===== src/cbm_pkg.sv =====
// ----------------------------------------------------------------------------
// cbm_pkg
// Shared types and constants for the cartridge bank mapper: request kinds,
// target codes, configuration and mapper register indexes, control bits and geometry.
// ----------------------------------------------------------------------------
`default_nettype none

package cbm_pkg;

  // request kinds carried in s_tuser
  typedef enum logic [1:0] {
    OP_MAP_WR = 2'd0,
    OP_MAP_RD = 2'd1,
    OP_WIN_WR = 2'd2,
    OP_XLATE  = 2'd3
  } op_t;

  // memory targets carried in m_tuser
  typedef enum logic [2:0] {
    TGT_NONE = 3'd0,
    TGT_ROM  = 3'd1,
    TGT_BIOS = 3'd2,
    TGT_RAM  = 3'd3,
    TGT_SYS  = 3'd4
  } tgt_t;

  // configuration register indexes
  typedef enum logic [1:0] {
    CFG_BIOS_DIS   = 2'd0,
    CFG_CART_DIS   = 2'd1,
    CFG_ROM_PAGES  = 2'd2,
    CFG_BIOS_PAGES = 2'd3
  } cfg_idx_t;

  // mapper register indexes
  localparam logic [1:0] REG_CTRL  = 2'd0;
  localparam logic [1:0] REG_SLOT0 = 2'd1;
  localparam logic [1:0] REG_SLOT1 = 2'd2;
  localparam logic [1:0] REG_SLOT2 = 2'd3;

  // control register bits
  localparam int CTRL_RAM_BIT  = 3;
  localparam int CTRL_HALF_BIT = 2;

  // geometry
  localparam int RAM_BYTES = 32768;
  localparam int MAX_PAGES = 256;
  localparam int PAGE_BITS = 14;
  localparam int PHYS_W    = 22;
  localparam logic [15:0] LOW_AREA = 16'h0400;

endpackage

`default_nettype wire


===== src/cartridge_bank_mapper.sv =====
// ----------------------------------------------------------------------------
// cartridge_bank_mapper
// 16 KB bank switching mapper for cartridge or BIOS ROM, with cartridge RAM
// mapping into 8000-BFFF. Page numbers come from a shared bit-serial modulo.
// ----------------------------------------------------------------------------
//  channel  | dir | handshake         | payload
//  s_*      | in  | s_tvalid/s_tready | tuser: operation; tdata: address, data
//  m_*      | out | m_tvalid/m_tready | tuser: target; tdata: read_data,
//           |     |                   |   phys_address, ram_write, ram_used
//  cfg_*    | in  | cfg_we            | cfg_addr index, cfg_wdata value
//
//  mapper writes and window writes go through accept, 8 modulo steps
//  in the shared restoring divider, then the commit state
//  reads and translations go through accept and commit only
//  one request in flight; s_tready is high only in the idle state
//  the commit waits while the output register holds an untaken result
//  rst is synchronous and clears mapper state, config and output valid
`default_nettype none

module cartridge_bank_mapper (
  input  wire logic        clk,
  input  wire logic        rst,
  // request in
  input  wire logic        s_tvalid,
  output      logic        s_tready,
  input  wire logic [23:0] s_tdata,  // [15:0] address, [23:16] data
  input  wire logic [1:0]  s_tuser,  // [1:0] operation
  // result out
  output      logic        m_tvalid,
  input  wire logic        m_tready,
  output      logic [31:0] m_tdata,  // [7:0] read_data, [29:8] phys_address,
                                     // [30] ram_write, [31] ram_used
  output      logic [2:0]  m_tuser,  // [2:0] target
  // configuration
  input  wire logic        cfg_we,
  input  wire logic [1:0]  cfg_addr,
  input  wire logic [7:0]  cfg_wdata
);

  typedef enum logic [1:0] {
    ST_IDLE,
    ST_DIV,
    ST_COMMIT
  } state_t;

  state_t state;

  // configuration
  logic       bios_disabled;
  logic       cart_disabled;
  logic [7:0] rom_pages;
  logic [7:0] bios_pages;

  // mapper state
  logic [7:0] mapper_regs [4];
  logic [7:0] window_pages [3];
  logic       ram_mapped;
  logic       ram_half;
  logic       ram_used_flag;

  // latched request
  cbm_pkg::op_t op;
  logic [15:0]  addr;
  logic [7:0]   data;

  // shared divider
  logic [8:0] rem;
  logic [7:0] dvd;
  logic [2:0] step;

  logic       slot_off;
  logic [7:0] count_sel;
  logic [8:0] divisor;
  logic [8:0] rem_shift;
  logic [8:0] rem_next;
  logic [7:0] page;
  logic       need_mod;
  logic [7:0] dvd_init;
  logic       out_free;

  logic [7:0]          res_rd;
  cbm_pkg::tgt_t       res_tgt;
  logic [21:0]         res_phys;
  logic                res_wr;
  cbm_pkg::tgt_t       src;
  logic [7:0]          ctrl;

  // cartridge RAM address: half plus window offset, wrapped to RAM size
  function automatic logic [21:0] ram_addr(input logic half, input logic [13:0] off);
    logic [16:0] v;
    v = 17'({half, off});
    if (v >= 17'(cbm_pkg::RAM_BYTES)) begin
      v = v - 17'(cbm_pkg::RAM_BYTES);
    end
    return 22'(v);
  endfunction

  assign slot_off  = bios_disabled & cart_disabled;
  assign src       = bios_disabled ? cbm_pkg::TGT_ROM : cbm_pkg::TGT_BIOS;
  assign count_sel = bios_disabled ? rom_pages : bios_pages;
  assign ctrl      = mapper_regs[cbm_pkg::REG_CTRL];
  assign out_free  = !m_tvalid || m_tready;
  assign s_tready  = (state == ST_IDLE);

  // page count clamped to the largest supported count
  assign divisor = (9'(count_sel) > 9'(cbm_pkg::MAX_PAGES)) ?
                   9'(cbm_pkg::MAX_PAGES) : 9'(count_sel);

  // one restoring step per cycle
  assign rem_shift = {rem[7:0], dvd[7]};
  assign rem_next  = (rem_shift >= divisor) ? rem_shift - divisor : rem_shift;
  assign page      = (divisor == 9'd0) ? 8'd0 : rem[7:0];

  // writes need a page number; control write pages slot 2 from register 3
  assign need_mod = (cbm_pkg::op_t'(s_tuser) == cbm_pkg::OP_MAP_WR) ||
                    (cbm_pkg::op_t'(s_tuser) == cbm_pkg::OP_WIN_WR);
  assign dvd_init = ((cbm_pkg::op_t'(s_tuser) == cbm_pkg::OP_MAP_WR) &&
                     (s_tdata[1:0] == cbm_pkg::REG_CTRL)) ?
                    mapper_regs[cbm_pkg::REG_SLOT2] : s_tdata[23:16];

  // result fields
  always_comb begin
    res_rd   = 8'd0;
    res_tgt  = cbm_pkg::TGT_NONE;
    res_phys = 22'd0;
    res_wr   = 1'b0;
    case (op)
      cbm_pkg::OP_MAP_RD: begin
        res_rd = mapper_regs[addr[1:0]];
      end
      cbm_pkg::OP_WIN_WR: begin
        if (ctrl[cbm_pkg::CTRL_RAM_BIT]) begin
          res_tgt  = cbm_pkg::TGT_RAM;
          res_phys = ram_addr(ctrl[cbm_pkg::CTRL_HALF_BIT], addr[13:0]);
          res_wr   = 1'b1;
        end
      end
      cbm_pkg::OP_XLATE: begin
        if (addr[15:14] == 2'b11) begin
          res_tgt  = cbm_pkg::TGT_SYS;
          res_phys = 22'(addr);
        end else if (slot_off) begin
          res_tgt = cbm_pkg::TGT_NONE;
        end else if (addr < cbm_pkg::LOW_AREA) begin
          res_tgt  = src;
          res_phys = 22'(addr);
        end else if (addr[15:14] == 2'b00) begin
          res_tgt  = src;
          res_phys = {window_pages[0], addr[13:0]};
        end else if (addr[15:14] == 2'b01) begin
          res_tgt  = src;
          res_phys = {window_pages[1], addr[13:0]};
        end else if (ram_mapped) begin
          res_tgt  = cbm_pkg::TGT_RAM;
          res_phys = ram_addr(ram_half, addr[13:0]);
        end else begin
          res_tgt  = src;
          res_phys = {window_pages[2], addr[13:0]};
        end
      end
      default: begin
      end
    endcase
  end

  // configuration registers
  always_ff @(posedge clk) begin
    if (rst) begin
      bios_disabled <= 1'b0;
      cart_disabled <= 1'b0;
      rom_pages     <= 8'd0;
      bios_pages    <= 8'd0;
    end else if (cfg_we) begin
      case (cbm_pkg::cfg_idx_t'(cfg_addr))
        cbm_pkg::CFG_BIOS_DIS:   bios_disabled <= cfg_wdata[0];
        cbm_pkg::CFG_CART_DIS:   cart_disabled <= cfg_wdata[0];
        cbm_pkg::CFG_ROM_PAGES:  rom_pages     <= cfg_wdata;
        cbm_pkg::CFG_BIOS_PAGES: bios_pages    <= cfg_wdata;
        default: begin
        end
      endcase
    end
  end

  // sequencer, mapper state and output register
  always_ff @(posedge clk) begin
    if (rst) begin
      state         <= ST_IDLE;
      m_tvalid      <= 1'b0;
      ram_mapped    <= 1'b0;
      ram_half      <= 1'b0;
      ram_used_flag <= 1'b0;
      for (int i = 0; i < 4; i++) begin
        mapper_regs[i] <= 8'd0;
      end
      for (int i = 0; i < 3; i++) begin
        window_pages[i] <= 8'd0;
      end
    end else begin
      if (m_tvalid && m_tready) begin
        m_tvalid <= 1'b0;
      end
      case (state)
        ST_IDLE: begin
          if (s_tvalid) begin
            op   <= cbm_pkg::op_t'(s_tuser);
            addr <= s_tdata[15:0];
            data <= s_tdata[23:16];
            rem  <= 9'd0;
            dvd  <= dvd_init;
            step <= 3'd0;
            state <= need_mod ? ST_DIV : ST_COMMIT;
          end
        end
        ST_DIV: begin
          rem  <= rem_next;
          dvd  <= {dvd[6:0], 1'b0};
          step <= step + 3'd1;
          if (step == 3'd7) begin
            state <= ST_COMMIT;
          end
        end
        ST_COMMIT: begin
          if (out_free) begin
            // update mapper state
            if (op == cbm_pkg::OP_MAP_WR) begin
              mapper_regs[addr[1:0]] <= data;
              if (!slot_off) begin
                case (addr[1:0])
                  cbm_pkg::REG_CTRL: begin
                    if (data[cbm_pkg::CTRL_RAM_BIT]) begin
                      ram_mapped    <= 1'b1;
                      ram_used_flag <= 1'b1;
                      ram_half      <= data[cbm_pkg::CTRL_HALF_BIT];
                    end else begin
                      ram_mapped      <= 1'b0;
                      window_pages[2] <= page;
                    end
                  end
                  cbm_pkg::REG_SLOT0: window_pages[0] <= page;
                  cbm_pkg::REG_SLOT1: window_pages[1] <= page;
                  default: begin
                    if (!ctrl[cbm_pkg::CTRL_RAM_BIT]) begin
                      window_pages[2] <= page;
                    end
                  end
                endcase
              end
            end else if (op == cbm_pkg::OP_WIN_WR) begin
              if (!ctrl[cbm_pkg::CTRL_RAM_BIT] && addr == 16'd0 && !slot_off) begin
                window_pages[2] <= page;
                ram_mapped      <= 1'b0;
              end
            end
            // load result; used flag reflects this request's update
            m_tvalid      <= 1'b1;
            m_tuser       <= res_tgt;
            m_tdata[7:0]  <= res_rd;
            m_tdata[29:8] <= res_phys;
            m_tdata[30]   <= res_wr;
            m_tdata[31]   <= ram_used_flag ||
                             (op == cbm_pkg::OP_MAP_WR && !slot_off &&
                              addr[1:0] == cbm_pkg::REG_CTRL &&
                              data[cbm_pkg::CTRL_RAM_BIT]);
            state <= ST_IDLE;
          end
        end
        default: state <= ST_IDLE;
      endcase
    end
  end

endmodule

`default_nettype wire


===== config.mk =====
export PLATFORM = sky130hd
export DESIGN_NAME = cartridge_bank_mapper
export DESIGN_NICKNAME = d
export VERILOG_FILES = /design/src/cbm_pkg.sv /design/src/cartridge_bank_mapper.sv
export SDC_FILE = /design/constraint.sdc
export NUM_CORES = 1
export LEC_CHECK = 0
export ABC_CLOCK_PERIOD_IN_PS = 10350
export BUFFER_PORTS_ARGS = -buffer_cell sky130_fd_sc_hd__buf_2
export CORE_MARGIN = 10
export CORE_UTILIZATION = 30
export CTS_BUF_LIST = sky130_fd_sc_hd__clkbuf_4 sky130_fd_sc_hd__clkbuf_8
export CTS_CLUSTER_DIAMETER = 150
export DETAILED_ROUTE_END_ITERATION = 10
export MAX_ROUTING_LAYER = met4
export SYNTH_ARGS = -nofsm -noshare
export SYNTH_HDL_FRONTEND = slang
export SYNTH_SLANG_ARGS = --single-unit
export TNS_END_PERCENT = 20

===== constraint.sdc =====
create_clock -name clk -period 10.35 [get_ports clk]
set_input_delay 2.5875 -clock clk [delete_from_list [all_inputs] [get_ports clk]]
set_output_delay 2.5875 -clock clk [all_outputs]
set_load 0.02 [all_outputs]

==> results.py, run 1 <==
metrics = {
    "status": {
        "status": "completed",
    },
    "floorplanning": {
        "core_area_sq_um": 23500,
        "boundaryPins": 78,
        "dieArea_sq_um": 30500,
        "fp-row-count": 56,
        "die_h_um": 175,
        "start_util_pct": 30.5,
        "die_x_um": 175,
    },
    "critical_path": {
        "crit_path_end_kind": "flip-flop",
        "crit_chain": "buf_2 > nor4b_1 > buf_4 > nor3b_1 > or2_2",
        "crit_required_ns": 10.50,
        "worstPathMaxFanout": 36,
        "critPathSlowestCell": "nor3b_1",
        "cp_slowest_stage_delay_ns": 0.63,
        "setup.worst_path.start_class": "primary input",
        "crit_type": "primary input to flip-flop",
        "cp_data_arrival_time_ns": 4.53,
    },
    "logic_synthesis": {
        "synth_warnings": 0,
        "syn_inst": 547,
        "synth_nets": 599,
        "synth_edf_count": 136,
        "async_flop_share_pct": 0,
        "synth_cell_types": 56,
        "synthFlopType": "edfxtp_1",
        "syn_area_per_cell_sq_um": 13.1,
        "netlist_area_sq_um": 7170,
        "seq_area_frac_synth_pct": 63.7,
        "ys_ff_latch": 160,
    },
    "clock_network": {
        "cts_tree": "done",
        "cts_root_buffer": "clkbuf_8",
        "cts_made_buffers": 17,
        "cts_resized": 0,
        "cts.path.max_buffers": 2,
        "clk_latency_ns": 0.46,
        "post_cts_buffers": 0,
        "ctsHoldBuffers": 0,
        "path_clk_slew_ns": 0.08,
        "cts.sinks": 160,
        "cts_htree_levels": 4,
    },
    "global_route": {
        "antenna_found_initial": 0,
        "grt_pass1_vias": 4308,
        "grt.met3_usage_pct": 2.82,
        "track_usage_pct": 10.3,
        "gr-usage-met2_pct": 14.9,
        "grt_max_degree": 37,
        "grt_overflow": 0,
        "grt_busiest_layer": "met2",
        "grt_util_met1_pct": 13.3,
        "grt_pass1_wl_mm": 24.0,
    },
    "place": {
        "hpwl_mm": 11.3,
        "io_buffer_count": 77,
        "gp_congestion": 0.830,
        "dp.cells": 921,
        "place_area_sq_um": 7890,
    },
    "final_layout": {
        "nets": 673,
        "final_layout_size_suffix_gt1_share_pct": 22.1,
        "stdcell_area_sq_um": 8290,
        "area_growth_pct": 15.7,
        "fin_util_pct": 35.3,
        "final_cells": 953,
        "diodes": 0,
        "n_fill_cell": 2278,
    },
    "pwr": {
        "p_sw_uw": 306,
        "pwr-share-seq_pct": 56.0,
        "leakagePower_nw": 3.06,
        "pwr-share-comb_pct": 8.3,
        "p_int_mw": 1.02,
        "sw_frac_of_total_pct": 23.0,
        "power_frac_clock_pct": 35.8,
        "ir_drop_mv": 0.0863,
        "power_density_nw_per_um2": 160,
    },
    "sta": {
        "tightest_slew_ns": 1.09,
        "fmax_mhz": 229,
        "maxSlewHeadroom_pct": 27.0,
        "fin_crit_ns": 4.37,
        "rsz0062_at_grt": "false",
        "report.final.setup_viol": 0,
        "min_period_over_period_pct": 42.3,
        "hold_viol_final": 0,
        "fin_skew_ns": 0.0132,
        "drv_slew": 0,
        "tns_ns": 0,
    },
    "routing": {
        "wl_per_cell_um": 16.0,
        "routed_wl_mm": 15.3,
        "first_pass_iters": 5,
        "vias": 4424,
        "drt_iter0_markers": 334,
        "viasPerCell": 4.64,
        "drtAntennaViolNets": 0,
        "drc": 0,
    },
    "flow_run": {
        "cap_violations": 0,
    },
    "hold_path": {
        "min_path_type": "flip-flop to flip-flop",
    },
}
==> metrics by stage <==
stage	setup slack [ns]	hold WS (ns)	total power, mW
2_1_floorplan	4.38	0.428	0.829
6_report	5.98	0.470	1.33
3_3_place_gp	5.53	0.449	0.866
3_5_place_dp	5.47	0.459	0.867
5_1_grt	5.75	0.540	1.38
4_1_cts	5.95	0.479	1.34
==> cells in the final DEF, fill, tap and decap left out, drive strengths merged, types with 2 or more instances in the layout <==
cell type,n
a21o,4
dfxtp,24
nand3,8
mux2i,45
buf,82
nor3b,2
a21oi,19
edfxtp,136
mux2,2
o211ai,5
nand2b,9
a21boi,2
nor2b,14
a211o,2
clkinv,5
mux4,8
a211oi,5
or2,5
a2111oi,3
or4,3
or3b,2
inv,12
clkbuf,22
nor4b,2
nand4,6
nor4,5
a31oi,9
bufinv,3
nor2,52
nand2,22
nor3,3
nand3b,8
a311oi,3
and3b,2
o31ai,2
o21a,3
and2,48
ha,10
o21ai,23
==> cell type report <==
type,instances,area [sq um],share of cell area (%)
clock buffer,22,272,3.27
timing repair buffer,82,423,5.10
clock inverter,10,135,1.63
tap,319,399,4.81
inverter,10,37.5,0.453
sequential,160,4560,55.0
multi-input combinational,350,2460,29.7
==> critical path: cells and delay by family <==
family        cells  cell delay, ns
buf+inv           2            0.56
simple gates      3            1.36
==> kinds of logic after synthesis <==
logic type	share of synthesized area, %
adders and majority gates	2.02
xor gates and xnor gates	0.122
AOI/OAI and AO/OA	7.91
DFF	63.7
and+or+nand+nor	14.9
buffers and inverters	2.23
muxes	9.11
==> cell usage after synthesis, drive strengths merged (2+ instances only) <==
library cell,number,share of area [%]
edfxtp,136,57
nor2,52,2.8
and2,48,4.2
mux2i,45,6.3
dfxtp,24,6.7
o21ai,23,1.6
nand2,22,1.2
a21oi,19,1.3
clkbuf,19,0.99
nor2b,14,1.2
ha,10,1.7
inv,10,0.52
a31oi,9,0.79
nand2b,9,0.79
buf,8,0.72
mux4,8,2.5
nand3,8,0.56
nand3b,8,0.84
nand4,6,0.52
a211oi,5,0.52
nor4,5,0.52
o211ai,5,0.52
or2,5,0.44
a21o,4,0.42
a2111oi,3,0.37
a311oi,3,0.37
nor3,3,0.21
o21a,3,0.31
or4,3,0.37
a211o,2,0.24
a21boi,2,0.21
and3b,2,0.24
mux2,2,0.31
nor3b,2,0.21
nor4b,2,0.24
o31ai,2,0.21
or3b,2,0.24
==> path summary, 6_finish.rpt <==
check	slack, ns	end	from	depth (start not counted)
worst max-delay path	5.98	mapper_regs[0][6]	rst	5
worst min-delay path	0.47	ram_used_flag	ram_used_flag	2
worst max register to register	7.26	rem[6]	bios_disabled	7
worst min register to register	0.47	ram_used_flag	ram_used_flag	2
==> state kept, by name, indices dropped and copies added (netlist names) <==
signal / count
addr: 16
bios_disabled: 1
bios_pages: 8
cart_disabled: 1
data: 8
dvd: 8
m_tdata: 32
m_tuser: 3
m_tvalid: 1
mapper_regs: 32
op: 2
ram_half: 1
ram_mapped: 1
ram_used_flag: 1
rem: 8
rom_pages: 8
state: 2
step: 3
window_pages: 24
==> layer usage <==
layer | wire (um) | vias to the layer above
met5 | 0 | -
met4 | 263 | 0
met3 | 968 | 18
met2 | 6790 | 112
met1 | 7260 | 2096
li1 | - | 2198
==> power by group through the flow <==
stage          logic (mW)  clock network, mW  registers (mW)
6_report            0.110              0.475           0.742
3_3_place_gp        0.109                  0           0.757
4_1_cts             0.111              0.484           0.743
5_1_grt             0.122              0.512           0.745
2_1_floorplan      0.0781                  0           0.751
3_5_place_dp        0.110                  0           0.757
Power figures use the tool's default switching activity.
==> inputs of run 2 (changes only) <==
--- a/config.mk
+++ b/config.mk
@@ -5,7 +5,7 @@
 export SDC_FILE = /design/constraint.sdc
 export NUM_CORES = 1
 export LEC_CHECK = 0
-export ABC_CLOCK_PERIOD_IN_PS = 10350
+export ABC_CLOCK_PERIOD_IN_PS = 3700
 export BUFFER_PORTS_ARGS = -buffer_cell sky130_fd_sc_hd__buf_2
 export CORE_MARGIN = 10
 export CORE_UTILIZATION = 30
==> constraint.sdc (replaced) <==
create_clock -name clk -period 3.7 [get_ports clk]
set_input_delay 0.925 -clock clk [delete_from_list [all_inputs] [get_ports clk]]
set_output_delay 0.925 -clock clk [all_outputs]
set_load 0.02 [all_outputs]
==> results.py, run 2 (synthesis results as in run 1) <==
metrics = {
    "pwr": {
        "ir_drop_mv": 0.180,
        "power_density_nw_per_um2": 426,
        "p_total_mw": 3.54,
        "leakagePower_nw": 3.05,
    },
    "critical_path": {
        "crit_family": "flip-flops",
        "cp_data_arrival_time_ns": 3.13,
        "crit_type": "flip-flop to flip-flop",
        "crit_chain": "mux2_2 > ha_1 > fa_1 > nor2b_1 > o31ai_1 > a311oi_1 > o211ai_1",
        "worstPathMaxFanout": 16,
        "cp.buffers_inverters": 0,
        "setup.worst_path.start_class": "flip-flop",
        "crit_required_ns": 3.89,
        "critPathSlowestCell": "dfxtp_1",
        "crit_path_end_kind": "flip-flop",
        "cp_slowest_stage_delay_ns": 0.85,
    },
    "floorplanning": {
        "boundaryPins": 78,
        "die_h_um": 175,
        "die_x_um": 175,
        "fp-row-count": 56,
        "core_area_sq_um": 23500,
        "dieArea_sq_um": 30500,
        "start_util_pct": 30.5,
    },
    "status": {
        "status": "completed",
    },
    "final_layout": {
        "nets": 679,
        "fin_util_pct": 35.4,
        "area_growth_pct": 15.8,
        "reg_top3": "m_tdata: 32 flops, mapper_regs: 32 flops, window_pages: 24 flops",
        "multiInputGateArea_sq_um": 2470,
        "final_cell_mix": "edfxtp_1 (136), buf_2 (77), nor2_1 (50)",
        "layout_commonest_cell": "edfxtp_1",
        "n_fill_cell": 2279,
        "final_layout_size_suffix_gt1_share_pct": 22.8,
        "register_area_sq_um": 4560,
    },
    "global_route": {
        "grt_max_degree": 36,
        "grt_pass1_wl_mm": 24.0,
        "antenna_found_initial": 2,
        "track_usage_pct": 10.2,
        "grt_overflow": 0,
        "grt_pass1_vias": 4335,
    },
    "routing": {
        "viasPerCell": 4.65,
        "first_pass_iters": 5,
        "vias": 4464,
        "drt_iter0_markers": 353,
        "drtAntennaViolNets": 0,
        "drc": 0,
        "routed_wl_mm": 15.1,
        "wl_per_cell_um": 15.7,
    },
    "sta": {
        "fin_crit_ns": 2.94,
        "hold_viol_final": 0,
        "drv_slew": 0,
        "tightest_slew_ns": 0.947,
        "fin_ws_ns": 0.765,
        "fin_skew_ns": 0.0111,
        "maxSlewHeadroom_pct": 36.1,
        "fmax_mhz": 341,
        "report.final.setup_viol": 0,
        "tns_ns": 0,
        "rsz0062_at_grt": "false",
        "min_period_over_period_pct": 79.3,
    },
    "place": {
        "pre_cts_ws_ns": 0.756,
        "hpwl_mm": 11.4,
        "gp_congestion": 0.816,
        "io_buffer_count": 77,
    },
    "clock_network": {
        "cts_tree": "done",
        "cts_root_buffer": "clkbuf_8",
        "path_clk_slew_ns": 0.08,
        "cts_htree_levels": 4,
        "post_cts_buffers": 0,
        "cts_resized": 0,
        "cts_made_buffers": 17,
        "ctsHoldBuffers": 0,
        "cts.path.max_buffers": 2,
        "cts.sinks": 160,
        "clk_latency_ns": 0.45,
    },
    "hold_path": {
        "min_path_type": "flip-flop to flip-flop",
    },
    "flow_run": {
        "cap_violations": 0,
    },
}
## run 2: cell types whose count changed in the layout (fill, tap and decap cells not counted), moves of 2 or more
cell and delta:
clkinv_2 -2, diode_2 +2, clkbuf_4 -2, bufinv_16 -3, clkinvlp_4 +5, clkinv_4 +2
inv_4 -2, buf_4 +6
## run 2: worst paths after layout
path | slack (ns) | from | cells after the start | endpoint
worst min-delay path | 0.47 | ram_used_flag | 2 | ram_used_flag
worst max register to register | 0.76 | bios_disabled | 7 | rem[6]
worst min register to register | 0.47 | ram_used_flag | 2 | ram_used_flag
worst max-delay path | 0.76 | bios_disabled | 7 | rem[6]
## run 2: metrics by stage
step	instance area [sq um]	instances	hold slack, ns
2_1_floorplan	7170	547	0.428
3_3_place_gp	7940	927	0.445
3_5_place_dp	7940	927	0.457
4_1_cts	8300	959	0.478
5_1_grt	8300	961	0.537
6_report	8300	961	0.472
## run 2: layer usage
layer | up-vias | global-route usage, % | share of wire [%]
li1 | 2212 | - | -
met1 | 2106 | 13.1 | 47
met2 | 129 | 14.9 | 44
met3 | 17 | 3.04 | 6.4
met4 | 0 | 4.10 | 1.7
met5 | - | - | 0
## run 2: layout make-up
type / count / share of cell area (%)
diodes: 2 / 0.0603
clock buffers: 21 / 3.26
clock inverters: 11 / 1.04
inverters: 10 / 0.452
multi-input cells: 350 / 29.8
flip-flops and latches: 160 / 55.0
well taps: 319 / 4.81
repair buffers: 88 / 5.64
## run 2: worst min-delay path, stage by stage (launching register included)
cell and delay [ns]:
dfxtp_1 0.33, a21oi_1 0.04, nor2_1 0.07
## run 2: where the power goes
group / switching (mW) / leakage [nW] / internal [mW]
clock network: 0.645 / 0.169 / 0.507
logic: 0.184 / 1.36 / 0.129
registers: 0.0481 / 1.52 / 2.03
==> inputs of run 3 (changes only) <==
--- a/config.mk
+++ b/config.mk
@@ -5,7 +5,7 @@
 export SDC_FILE = /design/constraint.sdc
 export NUM_CORES = 1
 export LEC_CHECK = 0
-export ABC_CLOCK_PERIOD_IN_PS = 3700
+export ABC_CLOCK_PERIOD_IN_PS = 3100
 export BUFFER_PORTS_ARGS = -buffer_cell sky130_fd_sc_hd__buf_2
 export CORE_MARGIN = 10
 export CORE_UTILIZATION = 30
==> constraint.sdc (replaced) <==
create_clock -name clk -period 3.1 [get_ports clk]
set_input_delay 0.775 -clock clk [delete_from_list [all_inputs] [get_ports clk]]
set_output_delay 0.775 -clock clk [all_outputs]
set_load 0.02 [all_outputs]
==> results.py, run 3 (synthesis results as in run 1) <==
metrics = {
    "floorplanning": {
        "die_x_um": 175,
        "start_util_pct": 30.5,
        "boundaryPins": 78,
        "die_h_um": 175,
        "fp-row-count": 56,
        "dieArea_sq_um": 30500,
        "core_area_sq_um": 23500,
    },
    "final_layout": {
        "n_fill_cell": 2253,
        "fin_util_pct": 35.8,
        "diodes": 0,
        "nets": 681,
        "final_cell_mix": "edfxtp_1 (136), buf_2 (77), nor2_1 (50)",
        "layout_commonest_cell": "edfxtp_1",
        "final_layout_size_suffix_gt1_share_pct": 23.1,
        "reg_top3": "m_tdata: 32 flops, mapper_regs: 32 flops, window_pages: 24 flops",
        "area_growth_pct": 17.2,
    },
    "global_route": {
        "grt.met3_usage_pct": 3.21,
        "gr-usage-met2_pct": 15.2,
        "antenna_found_initial": 0,
        "grt_util_met1_pct": 13.2,
        "grt_pass1_vias": 4449,
        "grt_overflow": 0,
        "track_usage_pct": 10.3,
        "grt_pass1_wl_mm": 24.2,
        "grt_max_degree": 36,
        "grt_busiest_layer": "met2",
    },
    "critical_path": {
        "cp_slowest_stage_delay_ns": 0.58,
        "critPathSlowestCell": "edfxtp_1",
        "crit_chain": "nor2_2 > nor4b_1 > buf_4 > nand3_1 > nand3b_1",
        "cp.buffers_inverters": 1,
        "crit_path_end_kind": "flip-flop",
        "crit_family": "simple AND/OR/NAND/NOR gates",
        "setup.worst_path.start_class": "flip-flop",
        "cp_data_arrival_time_ns": 2.81,
        "crit_type": "flip-flop to flip-flop",
        "crit_path_start": "op[0]",
        "crit_required_ns": 3.20,
        "r2r-start": "op[0]",
        "worstPathMaxFanout": 13,
    },
    "clock_network": {
        "cts_htree_levels": 4,
        "cts_made_buffers": 17,
        "clk_latency_ns": 0.46,
        "cts.path.max_buffers": 2,
        "cts.sinks": 160,
        "ctsHoldBuffers": 0,
        "cts_resized": 0,
        "path_clk_slew_ns": 0.10,
        "post_cts_buffers": 0,
        "cts_root_buffer": "clkbuf_8",
        "cts_tree": "done",
    },
    "sta": {
        "drv_slew": 0,
        "min_period_over_period_pct": 87.1,
        "report.final.setup_viol": 0,
        "maxSlewHeadroom_pct": 42.9,
        "tightest_slew_ns": 0.846,
        "fmax_mhz": 370,
        "rsz0062_at_grt": "false",
        "fin_skew_ns": 0.0220,
        "fin_crit_ns": 2.70,
        "hold_viol_final": 0,
        "tns_ns": 0,
    },
    "routing": {
        "routed_wl_mm": 15.3,
        "vias": 4516,
        "drtAntennaViolNets": 0,
        "wl_per_cell_um": 15.9,
        "drt_iter0_markers": 289,
        "viasPerCell": 4.70,
        "drc": 0,
        "first_pass_iters": 5,
    },
    "pwr": {
        "leakagePower_nw": 3.10,
        "power_frac_clock_pct": 37.5,
        "pwr-share-comb_pct": 8.3,
        "sw_frac_of_total_pct": 23.8,
        "ir_drop_mv": 0.228,
        "p_sw_mw": 1.08,
        "p_int_mw": 3.48,
        "pwr-share-seq_pct": 54.2,
        "power_density_nw_per_um2": 543,
    },
    "place": {
        "io_buffer_count": 77,
        "hpwl_mm": 11.5,
        "gp_congestion": 0.818,
    },
    "status": {
        "status": "completed",
    },
    "flow_run": {
        "cap_violations": 0,
    },
    "hold_path": {
        "min_path_type": "flip-flop to flip-flop",
        "hold_start": "ram_used_flag",
    },
}
## run 3: changes by cell type in the layout (fill, tap and decap cells not counted), sizes merged
cell / change
bufinv: +4
inv: +4
clkbuf: -3
clkinv: -3
buf: +2
clkinvlp: -2
diode: -2
## run 3: metal layers
metal  share of wire [%]  vias up
li1                    -     2212
met1                  47     2151
met2                  45      138
met3                 6.5       15
met4                 1.1        0
met5                   0        -
## run 3: cell type report
| cell class | instances | area, sq um | share of cell area (%) |
|---|---|---|---|
| clock inverter | 14 | 204 | 2.43 |
| multi-input combinational | 350 | 2470 | 29.4 |
| sequential | 160 | 4560 | 54.3 |
| inverter | 10 | 37.5 | 0.447 |
| clock buffer | 18 | 241 | 2.87 |
| tap | 319 | 399 | 4.75 |
| timing repair buffer | 90 | 483 | 5.75 |
## run 3: worst paths after layout
path                         end  depth (start not counted)  slack (ns)
min                ram_used_flag                          2        0.48
max reg2reg  window_pages[0][17]                          5        0.40
min reg2reg        ram_used_flag                          2        0.48
max          window_pages[0][17]                          5        0.40
## run 3: power by group through the flow
stage	Sequential [mW]	Clock, mW	Combinational [mW]
after floorplan	2.51	0	0.261
after global placement	2.52	0	0.379
after detailed placement	2.52	0	0.381
after CTS	2.47	1.74	0.383
after global routing	2.48	1.84	0.422
final	2.47	1.71	0.381
## run 3: worst reg2reg max path: cells and delay by family, from the launching register on
| family | cells | cell delay [ns] |
|---|---|---|
| buffers and inverters | 1 | 0.27 |
| DFF | 1 | 0.58 |
| and+or+nand+nor | 4 | 1.50 |
## run 3: per-stage QoR
stage | instances | area [sq um] | hold slack [ns] | power (mW) | setup slack, ns
3_5_place_dp | 929 | 7960 | 0.456 | 2.90 | 0.233
4_1_cts | 961 | 8400 | 0.478 | 4.60 | 0.414
3_3_place_gp | 929 | 7960 | 0.447 | 2.90 | 0.339
5_1_grt | 961 | 8400 | 0.467 | 4.75 | 0.260
2_1_floorplan | 547 | 7170 | 0.428 | 2.77 | 0.0427
6_report | 961 | 8400 | 0.477 | 4.56 | 0.400
